File: config.mk
export PLATFORM = sky130hd
export DESIGN_NAME = fifo_queue_with_delete_by_value_top
export DESIGN_NICKNAME = d
export VERILOG_FILES = /design/src/rtl/fqd_pkg.sv /design/src/rtl/fqd_ram.sv /design/src/rtl/fifo_queue_with_delete_by_value_top.sv
export VERILOG_INCLUDE_DIRS = /design/src /design/src/rtl
export SDC_FILE = /design/constraint.sdc
export NUM_CORES = 1
export LEC_CHECK = 0
export ABC_AREA = 1
export ABC_CLOCK_PERIOD_IN_PS = 4500
export CORE_MARGIN = 2
export CORE_UTILIZATION = 55
export DETAILED_ROUTE_END_ITERATION = 7
export DONT_BUFFER_PORTS = 1
export GPL_ROUTABILITY_DRIVEN = 0
export PLACE_DENSITY = 0.75
export SETUP_SLACK_MARGIN = 0.3
export SKIP_CTS_REPAIR_TIMING = 1
export SLEW_MARGIN = 10
export SYNTH_ARGS = -nofsm -noshare
export SYNTH_HDL_FRONTEND = slang
export SYNTH_SLANG_ARGS = --single-unit
File: constraint.sdc
create_clock -name clk -period 4.5 [get_ports clk]
set_input_delay 0.225 -clock clk [delete_from_list [all_inputs] [get_ports clk]]
set_output_delay 0.225 -clock clk [all_outputs]
set_load 0.01 [all_outputs]
File: src/rtl/fifo_queue_with_delete_by_value_top_macros.svh
// ----------------------------------------------------------------------------
// Assertion macros for the FIFO queue with delete by value
// Shared property wrappers, clocked on clk and disabled during rst.
// ----------------------------------------------------------------------------
`ifndef FIFO_QUEUE_WITH_DELETE_BY_VALUE_TOP_MACROS_SVH
`define FIFO_QUEUE_WITH_DELETE_BY_VALUE_TOP_MACROS_SVH

// Consequent must hold in the same cycle as the antecedent.
`define FQD_ASSERT_IMP(label, ante, cons, msg) \
  label: assert property (@(posedge clk) disable iff (rst) (ante) |-> (cons)) \
    else $error(msg);

// Consequent must hold in the cycle after the antecedent.
`define FQD_ASSERT_NEXT(label, ante, cons, msg) \
  label: assert property (@(posedge clk) disable iff (rst) (ante) |=> (cons)) \
    else $error(msg);

`endif

File: src/rtl/fqd_pkg.sv
// ----------------------------------------------------------------------------
// fqd_pkg
// Types and codes shared by the FIFO queue with delete by value.
// ----------------------------------------------------------------------------
package fqd_pkg;

  // Default queue depth.
  localparam int DEPTH_DEF = 16;

  // Width of one stored value.
  localparam int DATA_W = 32;

  typedef logic signed [DATA_W-1:0] data_t;
  typedef logic [1:0]               action_t;
  typedef logic [1:0]               status_t;

  // Action codes.
  localparam action_t ACT_PUT = 2'd0;
  localparam action_t ACT_GET = 2'd1;
  localparam action_t ACT_DEL = 2'd2;

  // Status codes.
  localparam status_t ST_OK   = 2'd0;
  localparam status_t ST_MISS = 2'd1;
  localparam status_t ST_FULL = 2'd2;

endpackage

File: src/rtl/fqd_ram.sv
// ----------------------------------------------------------------------------
// fqd_ram
// Generic simple dual-port RAM: one write port, one read port, registered read.
// ----------------------------------------------------------------------------
module fqd_ram #(
  parameter int WIDTH = 32,
  parameter int DEPTH = 16
) (
  input  logic                                  clk,
  input  logic                                  we,
  input  logic [((DEPTH > 1) ? $clog2(DEPTH) : 1)-1:0] waddr,
  input  logic [WIDTH-1:0]                      wdata,
  input  logic [((DEPTH > 1) ? $clog2(DEPTH) : 1)-1:0] raddr,
  output logic [WIDTH-1:0]                      rdata
);

  logic [WIDTH-1:0] mem [DEPTH];

  // Write port and registered read port.
  always_ff @(posedge clk) begin
    if (we) begin
      mem[waddr] <= wdata;
    end
    rdata <= mem[raddr];
  end

endmodule

File: src/rtl/fifo_queue_with_delete_by_value_top.sv
// ----------------------------------------------------------------------------
// fifo_queue_with_delete_by_value_top
// Bounded FIFO of signed 32-bit values with put, get and delete by value.
// ----------------------------------------------------------------------------
// Usage:
//   The input channel (in_valid/in_ready) carries one beat per command:
//   action selects put, get or delete, and data_value is the value to
//   append or the key to remove. Each command yields exactly one beat on
//   the output channel (out_valid/out_ready) with result_value and status.
//   Entries live in a circular buffer in a single RAM, so put and get are
//   short: a put goes from idle straight to S_FIN, a get via S_GET.
//   A delete walks the stored entries oldest first through the one RAM
//   read port, one entry per cycle, comparing each against the key; once
//   the match is found, every later entry is copied one slot back through
//   the write port in the same pass. A delete's length therefore grows
//   with the occupancy, set by that read port. One command is in flight
//   at a time; in_ready is high only when idle, so a new command is taken
//   only after the last one has moved its result to the output register.
//   The result sits in an output register; a stalled receiver holds it,
//   and a new command may be accepted meanwhile, but its result waits
//   until the register is taken. Reset empties the queue at once.
// ----------------------------------------------------------------------------
`include "fifo_queue_with_delete_by_value_top_macros.svh"

module fifo_queue_with_delete_by_value_top #(
  parameter int DEPTH = fqd_pkg::DEPTH_DEF
) (
  input  logic              clk,
  input  logic              rst,
  input  logic              in_valid,
  output logic              in_ready,
  input  fqd_pkg::action_t  action,
  input  fqd_pkg::data_t    data_value,
  output logic              out_valid,
  input  logic              out_ready,
  output fqd_pkg::data_t    result_value,
  output fqd_pkg::status_t  status
);

  import fqd_pkg::*;

  localparam int PW = (DEPTH > 1) ? $clog2(DEPTH) : 1;
  localparam int CW = $clog2(DEPTH + 1);

  typedef logic [PW-1:0] ptr_t;
  typedef logic [CW-1:0] cnt_t;

  localparam ptr_t LAST_PTR = ptr_t'(DEPTH - 1);
  localparam cnt_t FULL_CNT = cnt_t'(DEPTH);

  typedef enum logic [1:0] {
    S_IDLE,
    S_GET,
    S_DEL,
    S_FIN
  } state_t;

  // Circular pointer steps.
  function automatic ptr_t ptr_inc(input ptr_t p);
    return (p == LAST_PTR) ? '0 : p + 1'b1;
  endfunction

  function automatic ptr_t ptr_dec(input ptr_t p);
    return (p == '0) ? LAST_PTR : p - 1'b1;
  endfunction

  state_t  state;
  ptr_t    head;
  ptr_t    tail;
  cnt_t    occ;
  ptr_t    rd_ptr;
  ptr_t    pend_ptr;
  ptr_t    prev_ptr;
  cnt_t    rd_k;
  logic    pend;
  logic    found;
  data_t   key;
  data_t   res_value;
  status_t res_status;

  logic    accept;
  logic    put_ok;
  logic    match;
  logic    ram_we;
  ptr_t    ram_waddr;
  data_t   ram_wdata;
  ptr_t    ram_raddr;
  data_t   ram_rdata;

  // Handshake and RAM port steering.
  assign in_ready  = (state == S_IDLE);
  assign accept    = in_valid && in_ready;
  assign put_ok    = accept && (action == ACT_PUT) && (occ != FULL_CNT);
  assign ram_we    = put_ok || ((state == S_DEL) && pend && found);
  assign ram_waddr = put_ok ? tail : prev_ptr;
  assign ram_wdata = put_ok ? data_value : ram_rdata;
  assign ram_raddr = (state == S_DEL) ? rd_ptr : head;
  assign match     = (ram_rdata == key);

  fqd_ram #(
    .WIDTH (DATA_W),
    .DEPTH (DEPTH)
  ) u_ram (
    .clk   (clk),
    .we    (ram_we),
    .waddr (ram_waddr),
    .wdata (ram_wdata),
    .raddr (ram_raddr),
    .rdata (ram_rdata)
  );

  // Sequencer, queue pointers and output register.
  always_ff @(posedge clk) begin
    if (rst) begin
      state     <= S_IDLE;
      head      <= '0;
      tail      <= '0;
      occ       <= '0;
      rd_k      <= '0;
      pend      <= 1'b0;
      found     <= 1'b0;
      out_valid <= 1'b0;
    end else begin
      // A taken beat empties the output register unless a new one loads now.
      if (out_ready && (state != S_FIN)) begin
        out_valid <= 1'b0;
      end
      unique case (state)
        S_IDLE: begin
          if (accept) begin
            key        <= data_value;
            res_value  <= '0;
            res_status <= ST_MISS;
            unique case (action)
              ACT_PUT: begin
                if (occ == FULL_CNT) begin
                  res_status <= ST_FULL;
                end else begin
                  tail       <= ptr_inc(tail);
                  occ        <= occ + 1'b1;
                  res_status <= ST_OK;
                end
                state <= S_FIN;
              end
              ACT_GET: begin
                state <= (occ == '0) ? S_FIN : S_GET;
              end
              ACT_DEL: begin
                rd_ptr <= head;
                rd_k   <= '0;
                pend   <= 1'b0;
                found  <= 1'b0;
                state  <= S_DEL;
              end
              default: begin
                state <= S_FIN;
              end
            endcase
          end
        end
        S_GET: begin
          // The oldest entry arrives from the RAM in the cycle after the read.
          res_value  <= ram_rdata;
          res_status <= ST_OK;
          head       <= ptr_inc(head);
          occ        <= occ - 1'b1;
          state      <= S_FIN;
        end
        S_DEL: begin
          // Issue one read per cycle until every stored entry is fetched.
          if (rd_k != occ) begin
            rd_ptr   <= ptr_inc(rd_ptr);
            rd_k     <= rd_k + 1'b1;
            pend_ptr <= rd_ptr;
            pend     <= 1'b1;
          end else begin
            pend <= 1'b0;
          end
          // Compare returning data; after a match, entries move back a slot.
          if (pend) begin
            prev_ptr <= pend_ptr;
            if (!found && match) begin
              found     <= 1'b1;
              res_value <= ram_rdata;
            end
          end
          // The pass ends once the last fetched entry has been handled.
          if ((rd_k == occ) && !pend) begin
            if (found) begin
              occ        <= occ - 1'b1;
              tail       <= ptr_dec(tail);
              res_status <= ST_OK;
            end
            state <= S_FIN;
          end
        end
        S_FIN: begin
          if (!out_valid || out_ready) begin
            out_valid    <= 1'b1;
            result_value <= res_value;
            status       <= res_status;
            state        <= S_IDLE;
          end
        end
      endcase
    end
  end

  // The fill count never passes the queue depth.
  `FQD_ASSERT_IMP(a_occ_bound, 1'b1, occ <= FULL_CNT, "occupancy above depth")

  // An accepted put on a non-full queue grows it by exactly one.
  `FQD_ASSERT_NEXT(a_put_grows, put_ok,
                   occ == cnt_t'($past(occ) + 1'b1), "put did not grow queue")

  // A delete that has matched holds the key as its result value.
  `FQD_ASSERT_IMP(a_del_value, (state == S_DEL) && found, res_value == key,
                  "delete value mismatch")

  // A full status is only reported while the queue is full.
  `FQD_ASSERT_IMP(a_full_status, (state == S_FIN) && (res_status == ST_FULL),
                  occ == FULL_CNT, "full status on non-full queue")

endmodule
==> qor.csv <==
metric,value,unit
drtAntennaViolNets,0,
r2r_end,u_ram.rdata[7]$_DFF_P_,
num-fill-cells,3583,
path_clk_slew,0.06,ns
die_y,228.1,µm
p_leak,10.79,nW
reg2reg_slack,0.72,ns
grt_overflow_total,0,
crit_required,4.98,ns
p_clk_share,25.7,%
drc,0,
rr_worst_depth,10,
ir_drop,0.0003473,V
cp-startpoint,state[0]$_SDFFE_PP0P_,
core-area,49860,µm²
relSlewSlack,16.19,%
diodes,0,
die_area,52020,µm²
seq_power_share,42.1,%
clockBufferDepth,3,
final_nets,2283,
pwr-share-comb,32.2,%
setup_violations,0,
syn_to_final_growth,12.03,%
cts_root_buffer,clkbuf_16,
grt_max_degree,127,
synth_top_area_share,67.86,%
max_stage_delay,0.89,ns
hpwl,36950,µm
finClkSkew,0.02445,ns
io_buffers,0,
crit_chain,"inv_1, ha_1, inv_2, nand2_4, nand2_8, buf_4, o21ai_0, o21ai_1, o211ai_1, nand2_1",
holdWs,-0.002193,ns
fin_util,62.04,%
yosysTopAreaCell,edfxtp_1,
first_global_vias,17318,
fin_ws,0.7211,ns
cp.depth,10,
htreeDepth,3,
worstPathArrival,4.26,ns
finalPower,20.72,mW
synth_nets,2259,
drv_slew,0,
route.detailed.wl_per_inst,22.74,µm
rsz0062_at_grt,false,
endpoint,u_ram.rdata[7]$_DFF_P_,
synth_area_leaders,"edfxtp_1 (68%), o211ai_1 (6.9%), nand2_1 (4.2%), dfxtp_1 (4.0%), inv_1 (3.3%)",
num_vias,17883,
timing.final.crit_period,3.779,ns
r2r-start,state[0]$_SDFFE_PP0P_,
p_per_area,669.7,nW/µm²
status,"finished, violations left",
drtPass1Iterations,5,
final_common_cell,edfxtp_1,
finalCritPeriodShare,83.98,%
startpoint_type,flip-flop,
worstPathBufferInverterCount,3,
hold_viol_final,2,
dp.cells,2797,
io_pins,74,
grt_pass1_wl,100200,µm
netlist_instances,2204,
netlist_area,27610,µm²
crit_type,flip-flop to flip-flop,
violations,negative hold slack,
tns,0,ns
yosysWarnings,0,
ys_seq_area_share,71.84,%
clock-sinks,679,
numCtsBuffers,67,
drive_gt1_share,8.476,%
routed_via_density,6.064,
clock_latency,0.60,ns
switchingPower,7.454,mW
drt-initial-drc-count,2320,
cp_max_fo,126,
p_int,13.26,mW
cts_tree,done,
p_sw_share,35.98,%
synth_cell_type_count,35,
holdCritPathClass,primary input to flip-flop,
grt_usage,25.15,%
num_rows,82,
fmax,264.6,MHz
cp_slowest_cell,ha_1,
avgSynthCellArea,12.53,µm²
critPathCaptureType,flip-flop,
mostFrequentLayoutCells,"edfxtp_1 (624), nand2_1 (311), o211ai_1 (254)",
path_delay_family,adder cells,
antenna_found_initial,1,
initial_core_util,55.38,%
worst_pin_slew,1.257,ns
fin_cells,2949,
cap_violations,0,
die_w,228.1,µm
synth_seq_cells,679,
preCtsSetupSlack,0.8548,ns
drt_wl_total,67060,µm
[area by class of cell]
class / instances / area, µm² / area share, %
inverters: 242 / 908.4 / 2.936
clock inverters: 19 / 122.6 / 0.3964
repair buffers: 88 / 833.3 / 2.694
flip-flops and latches: 679 / 19840 / 64.13
well taps: 672 / 840.8 / 2.718
multi-input cells: 1150 / 6442 / 20.83
clock buffers: 99 / 1949 / 6.301
[Yosys cell counts (all sizes together)]
cell / number
a21o: 1
a21oi: 168
a31oi: 1
buf: 76
clkbuf: 57
dfxtp: 55
edfxtp: 624
fa: 1
ha: 16
inv: 242
mux2: 14
nand2: 315
nand3: 79
nand4: 10
nor2: 93
nor3: 3
nor4: 1
o211ai: 254
o21ai: 164
o21bai: 1
o22ai: 2
o31ai: 1
or2: 1
xnor2: 15
xor2: 10
[tightest hold or removal path: stages]
cell and delay, ns:
inv_1 0.16, nand2_1 0.13, nor2_1 0.03
[worst min path at each step]
stage	start	to	cells after the start
floorplan	data_value[0]	key[0]$_DFFE_PP_	0
global placement	rst	pend$_SDFFE_PP0P_	1
detailed placement	rst	occ[3]$_SDFFE_PP0P_	1
CTS	rst	occ[3]$_SDFFE_PP0P_	1
global route	rst	key[17]$_DFFE_PP_	1
finish	rst	tail[0]$_SDFFE_PP0P_	3
[layer usage]
metal / vias up / routed length [µm] / track usage [%]
li1: 7992 / - / -
met1: 8755 / 26470 / 33.60
met2: 989 / 32440 / 42.00
met3: 147 / 6370 / 4.100
met4: 0 / 1781 / 9.048
met5: - / 0 / 0
[through the flow]
step,hold WS (ns),instance area [µm²]
final,-0.002193,30940
after global routing,0.007715,30940
after CTS,-0.3315,30590
after detailed placement,0.2994,28520
after global placement,0.2981,28520
after floorplan,0.3239,27610
[kinds of logic (layout without fill, tap and decap cells)]
| group | Yosys count | after routing | share of synthesized area [%] |
|---|---|---|---|
| buf+inv | 375 | 448 | 5.537 |
| compound gates | 592 | 592 | 13.10 |
| fa+ha+maj | 17 | 17 | 0.7975 |
| mux | 14 | 14 | 0.5709 |
| flops | 679 | 679 | 71.84 |
| simple gates | 502 | 502 | 7.358 |
| xor+xnor | 25 | 25 | 0.7929 |
[power groups by stage]
stage,Clock [mW],Combinational [mW],Sequential [mW]
floorplan,0,4.56,8.61
global placement,0,6.20,8.80
detailed placement,0,6.45,8.82
CTS,5.37,6.52,8.69
global route,5.61,7.27,8.75
finish,5.33,6.66,8.73
[registers in the layout, summed over array words and instances, names as in the netlist]
signal / count
u_ram.mem: 512
key: 32
res_value: 32
result_value: 32
u_ram.rdata: 32
occ: 5
rd_k: 5
head: 4
pend_ptr: 4
prev_ptr: 4
rd_ptr: 4
tail: 4
res_status: 2
state: 2
status: 2
found: 1
out_valid: 1
pend: 1
(Power assumes the default switching activity.)
